File: src/hdl/gn23_pkg.sv
// ----------------------------------------------------------------------------
// Gradient noise package
// Widths, the permutation table and the corner gradient function.
// ----------------------------------------------------------------------------
`timescale 1ns / 1ps

package gn23_pkg;

   localparam int FB = 16;
   localparam int ONE = 1 << FB;
   localparam int COORD_W = 32;
   localparam int OUT_W = 18;
   localparam int OUT_MAX = (1 << (OUT_W - 1)) - 1;
   localparam int OUT_MIN = -(1 << (OUT_W - 1));
   localparam int IN_W = FB + 6;
   localparam int FADE_W = FB + 3;
   localparam int G_W = FB + 3;
   localparam int L_W = (FB + 5 > OUT_W + 1) ? FB + 5 : OUT_W + 1;
   localparam int P_W = FADE_W + L_W + 1;
   localparam int QD = 4;
   localparam int QA_W = $clog2(QD);

   typedef struct packed {
      logic [2:0][7:0]    grid;
      logic [2:0][FB-1:0] frac;
   } pt_type;

   localparam logic [7:0] PERM_TAB [256] = '{
      8'd151,8'd160,8'd137,8'd91,8'd90,8'd15,8'd131,8'd13,8'd201,8'd95,8'd96,8'd53,
      8'd194,8'd233,8'd7,8'd225,8'd140,8'd36,8'd103,8'd30,8'd69,8'd142,8'd8,8'd99,
      8'd37,8'd240,8'd21,8'd10,8'd23,8'd190,8'd6,8'd148,8'd247,8'd120,8'd234,8'd75,
      8'd0,8'd26,8'd197,8'd62,8'd94,8'd252,8'd219,8'd203,8'd117,8'd35,8'd11,8'd32,
      8'd57,8'd177,8'd33,8'd88,8'd237,8'd149,8'd56,8'd87,8'd174,8'd20,8'd125,8'd136,
      8'd171,8'd168,8'd68,8'd175,8'd74,8'd165,8'd71,8'd134,8'd139,8'd48,8'd27,8'd166,
      8'd77,8'd146,8'd158,8'd231,8'd83,8'd111,8'd229,8'd122,8'd60,8'd211,8'd133,
      8'd230,8'd220,8'd105,8'd92,8'd41,8'd55,8'd46,8'd245,8'd40,8'd244,8'd102,8'd143,
      8'd54,8'd65,8'd25,8'd63,8'd161,8'd1,8'd216,8'd80,8'd73,8'd209,8'd76,8'd132,
      8'd187,8'd208,8'd89,8'd18,8'd169,8'd200,8'd196,8'd135,8'd130,8'd116,8'd188,
      8'd159,8'd86,8'd164,8'd100,8'd109,8'd198,8'd173,8'd186,8'd3,8'd64,8'd52,8'd217,
      8'd226,8'd250,8'd124,8'd123,8'd5,8'd202,8'd38,8'd147,8'd118,8'd126,8'd255,
      8'd82,8'd85,8'd212,8'd207,8'd206,8'd59,8'd227,8'd47,8'd16,8'd58,8'd17,8'd182,
      8'd189,8'd28,8'd42,8'd223,8'd183,8'd170,8'd213,8'd119,8'd248,8'd152,8'd2,8'd44,
      8'd154,8'd163,8'd70,8'd221,8'd153,8'd101,8'd155,8'd167,8'd43,8'd172,8'd9,
      8'd129,8'd22,8'd39,8'd253,8'd19,8'd98,8'd108,8'd110,8'd79,8'd113,8'd224,8'd232,
      8'd178,8'd185,8'd112,8'd104,8'd218,8'd246,8'd97,8'd228,8'd251,8'd34,8'd242,
      8'd193,8'd238,8'd210,8'd144,8'd12,8'd191,8'd179,8'd162,8'd241,8'd81,8'd51,
      8'd145,8'd235,8'd249,8'd14,8'd239,8'd107,8'd49,8'd192,8'd214,8'd31,8'd181,
      8'd199,8'd106,8'd157,8'd184,8'd84,8'd204,8'd176,8'd115,8'd121,8'd50,8'd45,
      8'd127,8'd4,8'd150,8'd254,8'd138,8'd236,8'd205,8'd93,8'd222,8'd114,8'd67,8'd29,
      8'd24,8'd72,8'd243,8'd141,8'd128,8'd195,8'd78,8'd66,8'd215,8'd61,8'd156,8'd180
   };

   function automatic logic [7:0] perm(input logic [7:0] idx);
      return PERM_TAB[idx];
   endfunction

   function automatic logic signed [G_W-1:0] grad(input logic [3:0] h,
                                                  input logic signed [G_W-1:0] x,
                                                  input logic signed [G_W-1:0] y,
                                                  input logic signed [G_W-1:0] z);
      logic signed [G_W-1:0] u;
      logic signed [G_W-1:0] v;
      u = (h < 4'd8) ? x : y;
      if (h < 4'd4) begin
         v = y;
      end else if (h == 4'd12 || h == 4'd14) begin
         v = x;
      end else begin
         v = z;
      end
      return (h[0] ? -u : u) + (h[1] ? -v : v);
   endfunction

endpackage

File: src/hdl/gn23_queue.sv
// ----------------------------------------------------------------------------
// Gradient noise point queue
// Short first-in first-out store between the front end and the datapath.
// ----------------------------------------------------------------------------
`timescale 1ns / 1ps

module gn23_queue (
   input  logic              clock,
   input  logic              reset,
   input  logic              push,
   input  gn23_pkg::pt_type  push_data,
   output logic              full,
   input  logic              pop,
   output logic              not_empty,
   output gn23_pkg::pt_type  pop_data
);

   gn23_pkg::pt_type mem [gn23_pkg::QD];
   logic [gn23_pkg::QA_W-1:0] wr_ff, wr_in, rd_ff, rd_in;
   logic [gn23_pkg::QA_W:0]   cnt_ff, cnt_in;

   assign full = (cnt_ff == (gn23_pkg::QA_W+1)'(gn23_pkg::QD));
   assign not_empty = (cnt_ff != '0);
   assign pop_data = mem[rd_ff];

   always_comb begin
      wr_in = push ? wr_ff + 1'b1 : wr_ff;
      rd_in = pop ? rd_ff + 1'b1 : rd_ff;
      cnt_in = cnt_ff + (gn23_pkg::QA_W+1)'(push) - (gn23_pkg::QA_W+1)'(pop);
   end

   always_ff @(posedge clock) begin
      if (reset) begin
         wr_ff <= '0;
         rd_ff <= '0;
         cnt_ff <= '0;
      end else begin
         wr_ff <= wr_in;
         rd_ff <= rd_in;
         cnt_ff <= cnt_in;
      end
      if (push) begin
         mem[wr_ff] <= push_data;
      end
   end

endmodule

File: config.mk
export PLATFORM = sky130hd
export DESIGN_NAME = gn23_queue
export DESIGN_NICKNAME = d
export VERILOG_FILES = /design/src/hdl/gn23_pkg.sv /design/src/hdl/gn23_queue.sv
export SDC_FILE = /design/constraint.sdc
export NUM_CORES = 1
export LEC_CHECK = 0
export BUFFER_PORTS_ARGS = -buffer_cell sky130_fd_sc_hd__buf_4
export CAP_MARGIN = 5
export CORE_MARGIN = 5
export CORE_UTILIZATION = 50
export DETAILED_ROUTE_END_ITERATION = 16
export PLACE_DENSITY = 0.74
export SYNTH_ARGS = -nofsm -noshare
export SYNTH_HDL_FRONTEND = slang
export SYNTH_SLANG_ARGS = --single-unit
File: constraint.sdc
create_clock -name clock -period 2.6 [get_ports clock]
set_input_delay 0.13 -clock clock [delete_from_list [all_inputs] [get_ports clock]]
set_output_delay 0.13 -clock clock [all_outputs]
set_load 0.02 [all_outputs]
==> results.toml <==
[route]
drc = 0
drtAntennaViolNets = 0
vias = 5095
drt-total-wl_mm = 20.35
wire_per_inst_um = 21.04
drt_iter0_markers = 297
viasPerCell = 5.269
drt_pass1_iterations = 4

[floorplanning]
initial_core_util_pct = 50.45
dieArea_um2 = 24870
core_um2 = 21620
row_count = 54
die_h_um = 157.7
die_width_um = 157.7
ios = 150

[yosys]
netlist_instances = 418
seq_area_frac_synth_pct = 80.94
avgSynthCellArea_um2 = 26.10
synthTopCellsByArea = "edfxtp_1, mux4_2, dfxtp_1"
synth_top_area_share_pct = 79.28
synth_top_area_cell = "edfxtp_1"
syn-num-nets = 501
ys_seq_elements = 297
syn_area_um2 = 10910
ys_types = 22
yosysWarnings = 0

[min_path]
min_path_type = "input port to flip-flop"

[cells_and_area]
area_growth_pct = 28.79
final_common_cell = "edfxtp_1"
fin_cells = 967
drive_gt1_share_pct = 40.17
postLayoutCellArea_um2 = 14050
final_util_pct = 64.98
fillCellCount = 1429
diodes = 0
layout_common_cells = "edfxtp_1, buf_4, dlygate4sd3_1, mux4_2, clkbuf_16"
layout.nets = 749

[clock_tree]
clkTransAtPathRegs_ns = 0.06
cts_resized = 0
postCtsHoldBufs = 75
cts_setup_buffers = 0
cts_tree = "built"
numClockSinks = 297
clk_path_buf_depth = 3
root_buffer = "clkbuf_16"
cts_max_level = 1
numCtsBuffers = 29
clock_latency_ns = 0.52

[placement]
place.port_buffers = 149
dp_cells = 840
place.gp.congestion = 0.7631
dp_hpwl_mm = 11.90
place_ws_ns = 0.8259
placed_area_um2 = 12360

[global_routing]
grt_max_degree = 73
grt_usage_pct = 16.25
grt_pass1_wl_mm = 31.01
antenna_found_initial = 0
global_route.overflow_total = 0
grt_pass1_vias = 5563

[sta]
finClkSkew_ns = 0.01116
finalSetupTns_ns = 0
setup_viol = 0
rsz0062_at_grt = "false"
period_needed_ns = 2.205
fmax_mhz = 453.6
final.setup.worst_slack_ns = 0.3952
timing_worst_slew_pin_value_ns = 0.6089
max-slew-margin-rel_pct = 59.41
slew_violations = 0
fin_crit_sh_pct = 84.80
hold_violations = 0

[power]
power_density_nw_per_um2 = 785.6
power.leakage_nw = 4.822
ir_drop_uv = 612.1

[critical_path]
crit_type = "flip-flop to output pin"
crit_path_end_kind = "output pin"
worstPathArrival_ns = 2.07
critPathMaxFanout = 25
start_kind = "flip-flop"
reg2reg_slack_ns = 0.82
critPathRequiredTime_ns = 2.47

[run_status]
status = "finished clean"

[job]
maxCapViolCount = 0
## worst max-delay path, stage by stage (launching register included)
cell and delay (ns):
dfxtp_4 0.35, buf_4 0.43, mux4_2 0.59, buf_4 0.18
## final cells by class
type | instances | area [um2] | share of cell area, %
Clock buffer | 34 | 744.5 | 5.299
Clock inverter | 18 | 193.9 | 1.380
Inverter | 6 | 22.52 | 0.1603
Multi-Input combinational cell | 99 | 1877 | 13.36
Sequential cell | 297 | 8836 | 62.90
Tap cell | 280 | 350.3 | 2.494
Timing Repair Buffer | 233 | 2024 | 14.41
## cells by family after synthesis
| family | Yosys count | synth area share, % |
|---|---|---|
| buffers and inverters | 22 | 1.950 |
| and+or+nand+nor | 14 | 0.6998 |
| AOI/OAI and AO/OA | 2 | 0.1376 |
| muxes | 73 | 15.03 |
| adders and majority gates | 7 | 0.8717 |
| DFF | 297 | 80.94 |
| xor gates and xnor gates | 3 | 0.3785 |
## power by group
group,leakage (nW),internal (mW),switching (mW)
combinational,1.64,0.683,0.705
sequential,2.72,5.50,0.0589
clock,0.462,2.44,1.65
## state kept, by name, indices dropped and copies added, names as in the netlist, named ones only
| register | flops |
|---|---|
| cnt_ff | 3 |
| wr_ff | 2 |
| mem | 288 |
| rd_ff | 2 |
## metrics by stage
step	hold slack (ns)	total power, mW
final	0.3437	11.04
after global routing	0.3272	11.46
after CTS	0.3197	11.17
after detailed placement	0.3331	6.984
after global placement	0.3279	6.942
after floorplan	0.2016	6.439
## Yosys cell counts (all sizes together)
cell type	instances
a21bo	1
nand3b	1
nor2b	2
ha	6
and3	1
nor2	5
buf	15
xnor2	2
mux2i	1
inv	6
edfxtp	288
a21oi	1
xor3	1
dfxtp	9
fa	1
clkbuf	1
or3	1
mux4	72
and2	4
## metal layers
layer  part of all wire, %  GRT usage [%]  routed length [um]
met1                    42          22.51                8587
met2                    51          27.67               10340
met3                   5.8          3.116                1171
met4                   1.3          2.950                 255
met5                     0              0                   0
## worst paths after layout
path | startpoint | endpoint | cells after the start
worst max-delay path | flip-flop | pop_data[37] | 3
worst min-delay path | push_data[70] | mem[1][70]$_DFFE_PP_ | 2
worst max register to register | cnt_ff[0]$_SDFF_PP0_ | cnt_ff[2]$_SDFF_PP0_ | 7
worst min register to register | rd_ff[1]$_SDFFE_PP0P_ | flip-flop | 2
Power figures use the tool's default switching activity.
