### config.mk
export PLATFORM = sky130hd
export DESIGN_NAME = gn23_front_flat
export DESIGN_NICKNAME = d
export VERILOG_FILES = /design/src/hdl/gn23_pkg.sv /design/src/hdl/gn23_if.sv /design/src/hdl/gn23_front.sv /design/src/flat_wrapper.sv
export SDC_FILE = /design/constraint.sdc
export NUM_CORES = 1
export LEC_CHECK = 0
export ABC_AREA = 1
export BUFFER_PORTS_ARGS = -buffer_cell sky130_fd_sc_hd__buf_2
export CAP_MARGIN = 30
export CORE_UTILIZATION = 39
export CTS_BUF_LIST = sky130_fd_sc_hd__clkbuf_4
export DETAILED_ROUTE_END_ITERATION = 16
export PLACE_DENSITY = 0.81
export SLEW_MARGIN = 20
export SYNTH_ARGS = -nofsm -noshare
export SYNTH_HDL_FRONTEND = slang
export SYNTH_SLANG_ARGS = --single-unit
### constraint.sdc
create_clock -name clock -period 10.8 [get_ports clock]
set_input_delay 2.16 -clock clock [delete_from_list [all_inputs] [get_ports clock]]
set_output_delay 2.16 -clock clock [all_outputs]
set_load 0.005 [all_outputs]
### src/hdl/gn23_pkg.sv
// ----------------------------------------------------------------------------
// Gradient noise package
// Widths, the permutation table and the corner gradient function.
// ----------------------------------------------------------------------------
`timescale 1ns / 1ps

package gn23_pkg;

   localparam int FB = 16;
   localparam int ONE = 1 << FB;
   localparam int COORD_W = 32;
   localparam int OUT_W = 18;
   localparam int OUT_MAX = (1 << (OUT_W - 1)) - 1;
   localparam int OUT_MIN = -(1 << (OUT_W - 1));
   localparam int IN_W = FB + 6;
   localparam int FADE_W = FB + 3;
   localparam int G_W = FB + 3;
   localparam int L_W = (FB + 5 > OUT_W + 1) ? FB + 5 : OUT_W + 1;
   localparam int P_W = FADE_W + L_W + 1;
   localparam int QD = 4;
   localparam int QA_W = $clog2(QD);

   typedef struct packed {
      logic [2:0][7:0]    grid;
      logic [2:0][FB-1:0] frac;
   } pt_type;

   localparam logic [7:0] PERM_TAB [256] = '{
      8'd151,8'd160,8'd137,8'd91,8'd90,8'd15,8'd131,8'd13,8'd201,8'd95,8'd96,8'd53,
      8'd194,8'd233,8'd7,8'd225,8'd140,8'd36,8'd103,8'd30,8'd69,8'd142,8'd8,8'd99,
      8'd37,8'd240,8'd21,8'd10,8'd23,8'd190,8'd6,8'd148,8'd247,8'd120,8'd234,8'd75,
      8'd0,8'd26,8'd197,8'd62,8'd94,8'd252,8'd219,8'd203,8'd117,8'd35,8'd11,8'd32,
      8'd57,8'd177,8'd33,8'd88,8'd237,8'd149,8'd56,8'd87,8'd174,8'd20,8'd125,8'd136,
      8'd171,8'd168,8'd68,8'd175,8'd74,8'd165,8'd71,8'd134,8'd139,8'd48,8'd27,8'd166,
      8'd77,8'd146,8'd158,8'd231,8'd83,8'd111,8'd229,8'd122,8'd60,8'd211,8'd133,
      8'd230,8'd220,8'd105,8'd92,8'd41,8'd55,8'd46,8'd245,8'd40,8'd244,8'd102,8'd143,
      8'd54,8'd65,8'd25,8'd63,8'd161,8'd1,8'd216,8'd80,8'd73,8'd209,8'd76,8'd132,
      8'd187,8'd208,8'd89,8'd18,8'd169,8'd200,8'd196,8'd135,8'd130,8'd116,8'd188,
      8'd159,8'd86,8'd164,8'd100,8'd109,8'd198,8'd173,8'd186,8'd3,8'd64,8'd52,8'd217,
      8'd226,8'd250,8'd124,8'd123,8'd5,8'd202,8'd38,8'd147,8'd118,8'd126,8'd255,
      8'd82,8'd85,8'd212,8'd207,8'd206,8'd59,8'd227,8'd47,8'd16,8'd58,8'd17,8'd182,
      8'd189,8'd28,8'd42,8'd223,8'd183,8'd170,8'd213,8'd119,8'd248,8'd152,8'd2,8'd44,
      8'd154,8'd163,8'd70,8'd221,8'd153,8'd101,8'd155,8'd167,8'd43,8'd172,8'd9,
      8'd129,8'd22,8'd39,8'd253,8'd19,8'd98,8'd108,8'd110,8'd79,8'd113,8'd224,8'd232,
      8'd178,8'd185,8'd112,8'd104,8'd218,8'd246,8'd97,8'd228,8'd251,8'd34,8'd242,
      8'd193,8'd238,8'd210,8'd144,8'd12,8'd191,8'd179,8'd162,8'd241,8'd81,8'd51,
      8'd145,8'd235,8'd249,8'd14,8'd239,8'd107,8'd49,8'd192,8'd214,8'd31,8'd181,
      8'd199,8'd106,8'd157,8'd184,8'd84,8'd204,8'd176,8'd115,8'd121,8'd50,8'd45,
      8'd127,8'd4,8'd150,8'd254,8'd138,8'd236,8'd205,8'd93,8'd222,8'd114,8'd67,8'd29,
      8'd24,8'd72,8'd243,8'd141,8'd128,8'd195,8'd78,8'd66,8'd215,8'd61,8'd156,8'd180
   };

   function automatic logic [7:0] perm(input logic [7:0] idx);
      return PERM_TAB[idx];
   endfunction

   function automatic logic signed [G_W-1:0] grad(input logic [3:0] h,
                                                  input logic signed [G_W-1:0] x,
                                                  input logic signed [G_W-1:0] y,
                                                  input logic signed [G_W-1:0] z);
      logic signed [G_W-1:0] u;
      logic signed [G_W-1:0] v;
      u = (h < 4'd8) ? x : y;
      if (h < 4'd4) begin
         v = y;
      end else if (h == 4'd12 || h == 4'd14) begin
         v = x;
      end else begin
         v = z;
      end
      return (h[0] ? -u : u) + (h[1] ? -v : v);
   endfunction

endpackage

### src/hdl/gn23_if.sv
// ----------------------------------------------------------------------------
// Gradient noise channels
// Valid/ready interfaces for the point and result channels.
// ----------------------------------------------------------------------------
`timescale 1ns / 1ps

interface gn23_req_if;
   logic                              valid;
   logic                              ready;
   logic                              func;
   logic signed [gn23_pkg::COORD_W-1:0] coord_x;
   logic signed [gn23_pkg::COORD_W-1:0] coord_y;
   logic signed [gn23_pkg::COORD_W-1:0] coord_z;
   modport source (output valid, func, coord_x, coord_y, coord_z, input ready);
   modport sink (input valid, func, coord_x, coord_y, coord_z, output ready);
endinterface


### src/hdl/gn23_front.sv
// ----------------------------------------------------------------------------
// Gradient noise front end
// Accepts a point, splits each coordinate into cell and fraction; z is zero when func is low.
// ----------------------------------------------------------------------------
`timescale 1ns / 1ps

module gn23_front (
   input  logic              clock,
   input  logic              reset,
   gn23_req_if.sink          req,
   input  logic              q_full,
   output logic              q_push,
   output gn23_pkg::pt_type  q_data
);

   logic             v_ff, v_in;
   gn23_pkg::pt_type pt_ff, pt_in;
   logic [gn23_pkg::COORD_W-1:0] cz;

   assign q_push = v_ff && !q_full;
   assign q_data = pt_ff;
   assign req.ready = !v_ff || !q_full;

   always_comb begin
      cz = req.func ? req.coord_z : '0;
      pt_in.grid[0] = req.coord_x[gn23_pkg::FB+7:gn23_pkg::FB];
      pt_in.grid[1] = req.coord_y[gn23_pkg::FB+7:gn23_pkg::FB];
      pt_in.grid[2] = cz[gn23_pkg::FB+7:gn23_pkg::FB];
      pt_in.frac[0] = req.coord_x[gn23_pkg::FB-1:0];
      pt_in.frac[1] = req.coord_y[gn23_pkg::FB-1:0];
      pt_in.frac[2] = cz[gn23_pkg::FB-1:0];
      v_in = req.ready ? req.valid : v_ff;
   end

   always_ff @(posedge clock) begin
      if (reset) begin
         v_ff <= 1'b0;
      end else begin
         v_ff <= v_in;
      end
      if (req.ready && req.valid) begin
         pt_ff <= pt_in;
      end
   end

endmodule

### src/flat_wrapper.sv
// flat-port wrapper written by rule: the top's interface ports become plain ports
module gn23_front_flat 
  (clock, reset, q_full, q_push, q_data, req_valid, req_func, req_coord_x, req_coord_y, req_coord_z, req_ready);
  gn23_req_if req_i ();
  input  logic clock;
  input  logic reset;
  input  logic q_full;
  output logic q_push;
  output gn23_pkg::pt_type q_data;
  input wire logic [$bits(req_i.valid)-1:0] req_valid;
  input wire logic [$bits(req_i.func)-1:0] req_func;
  input wire logic [$bits(req_i.coord_x)-1:0] req_coord_x;
  input wire logic [$bits(req_i.coord_y)-1:0] req_coord_y;
  input wire logic [$bits(req_i.coord_z)-1:0] req_coord_z;
  output wire logic [$bits(req_i.ready)-1:0] req_ready;
  assign req_i.valid = req_valid;
  assign req_i.func = req_func;
  assign req_i.coord_x = req_coord_x;
  assign req_i.coord_y = req_coord_y;
  assign req_i.coord_z = req_coord_z;
  assign req_ready = req_i.ready;
  gn23_front u_core (.clock(clock), .reset(reset), .req(req_i), .q_full(q_full), .q_push(q_push), .q_data(q_data));
endmodule
==> impl_results.md <==
- Via count: 1,567
- Synth warn: 0
- GRT Util Overall: 15.0%
- CTS max path bufs: 2
- Syn Area/Cell: 18.7 um^2
- Fin worst setup slack: 6.13 ns
- ANT nets after route: 0
- # clock sinks: 73
- CP Max Fanout: 3
- Final period utilization: between 40% and 50%
- Final setup violation count: 0
- Peak VDD IR: roughly 0.091 mV
- Residual DRC: 0
- Nets: 390
- Diodes inserted: 0
- Worst-Margin Slew: approximately 0.89 ns
- Setup crit end kind: primary output
- RSZ-0062 raised after global routing: no
- Drt initial violations: 53
- Global-route wire length before repair: 6780 um
- Clk root buf: clkbuf_4
- Total core area: slightly below 6000 um^2
- CTS Buf Count: 9
- Clk_skew: 0.00881 ns
- Yosys cell types: 7
- Die area: ~6500 um^2
- Worst rel slew slack: 40.2%
- Peak Freq: roughly 210 MHz
- Synthesized cell area: roughly 2400 um^2
- DP Worst Slack: 6.13 ns
- Arrival time at the worst endpoint: 2.51 ns
- Pins Over Slew Limit: 0
- Port Buffer Count: 150
- Critical path required time: about 8.6 ns
- Worst-path clk slew: around 0.11 ns
- Hold slack final: about 0.53 ns
- Post-synthesis instance total: 129
- I/O pin cnt: 175
- Die height: 80.6 um
- Sequential-to-total area share from yosys stat: 90.6%
- Wirelength per Cell: 12.8 um
- Vias in the first global route: 1,457
- LEAKAGE: 1.66 nW
- Post-CTS Setup Repair Bufs: 0
- GRT overflow: 0
- Post-placement cell count: 353
- CTS tree: built
- Synth-to-Final Area Change: 42.6%
- Initial core utilization: 40.5%
- Initial antenna violation count: 0
- Syn Nets: between 200 and 250
- Clk_lat worst skew: 0.41 ns
- Pin count of the biggest net entering global routing: between 40 and 50
- Hold_buf cts: 0
- Hold Crit Class: flop to flop
- Outcome: finished clean
- Final hold violations: 0
- Die Wd: just over 80 um
- RD Place Congestion: 0.685
- DRT Pass-1 Iters: 4
- Cell area power density: 172 nW/um^2
- Site row count: 28
- CTS resizes: 0
- WS Path Type: input port to primary output
- HPWL Detailed: about 3500 um
- Via/cell ratio: 4.25
- Max_cap viols: 0
- Proportion of layout cells with a drive suffix above 1: 57.1%
- CTS H-tree depth: 3
- DRT Wirelength: between 4000 and 5000 um
- Crit path time final: ~4.7 ns
- Final std cells w/o fill: 369
- TNS Setup: 0 ns
- Worst reg2reg setup slack: roughly 8.7 ns
- Worst Setup Start Kind: input port
- FF+latch count, synth: 73
[registers in the layout (all words and copies together) (netlist names)]
register,count
u_core.q_data,72
u_core.v_ff,1
[logic make-up after synthesis]
logic type | share of synthesized area [%]
AOI/OAI and AO/OA | 0.415
buffers and inverters | 4.98
DFF | 90.6
and+or+nand+nor | 4.05
[cell usage after synthesis]
cell,number,area (um^2)
nand2_1,25,93.8
dfxtp_1,1,20.0
inv_1,26,97.6
buf_6,2,22.5
nor2_1,1,3.75
a21oi_1,2,10.0
edfxtp_1,72,2160
[worst max-delay path, cell delays in order]
cell	delay (ns)
buf_2	0.13
nor2_1	0.10
buf_2	0.12
[worst paths after layout]
path,from,endpoint,depth (start not counted)
worst max-delay path,q_full,q_push,3
worst min-delay path,u_core.v_ff,u_core.v_ff,2
worst max register to register,u_core.v_ff,u_core.q_data[13],2
worst min register to register,u_core.v_ff,u_core.v_ff,2
[per-layer routing]
metal | GRT usage [%] | vias up | routed length [um]
met4 | 6.96 | 0 | 69
li1 | - | 762 | -
met2 | 24.1 | 94 | 2320
met1 | 16.4 | 703 | 1830
met3 | 7.61 | 8 | 498
met5 | 0 | - | 0
[where the power goes]
part / internal [mW] / leakage, nW / switching, mW / total, mW
clock network: 0.117 / 0.0921 / 0.0948 / 0.212
logic: 0.0219 / 0.858 / 0.0222 / 0.0441
registers: 0.331 / 0.712 / 0.00406 / 0.335
[metrics by stage]
step | power, mW | utilization [%] | instance area [um^2]
finish | 0.591 | 57.7 | 3440
global route | 0.616 | 57.7 | 3440
CTS | 0.598 | 57.7 | 3440
detailed placement | 0.387 | 54.6 | 3250
global placement | 0.384 | 54.6 | 3250
floorplan | 0.356 | - | 2410
[cell type report]
type	count	area, um^2
fill	519	2520
sequential	73	2180
timing repair buffer	151	758
multi-input combinational	28	119
clock inverter	7	119
inverter	26	97.6
tap	75	93.8
clock buffer	9	67.6
[layout by cell type, fill, tap and decap left out, drive strengths merged]
cell type / instances
clkbuf: 9
edfxtp: 72
nand2: 25
nor2: 1
dfxtp: 1
a21oi: 2
clkinv: 2
inv: 26
bufinv: 3
buf: 151
clkinvlp: 2
Note: power is estimated with default switching activity, not from simulation.
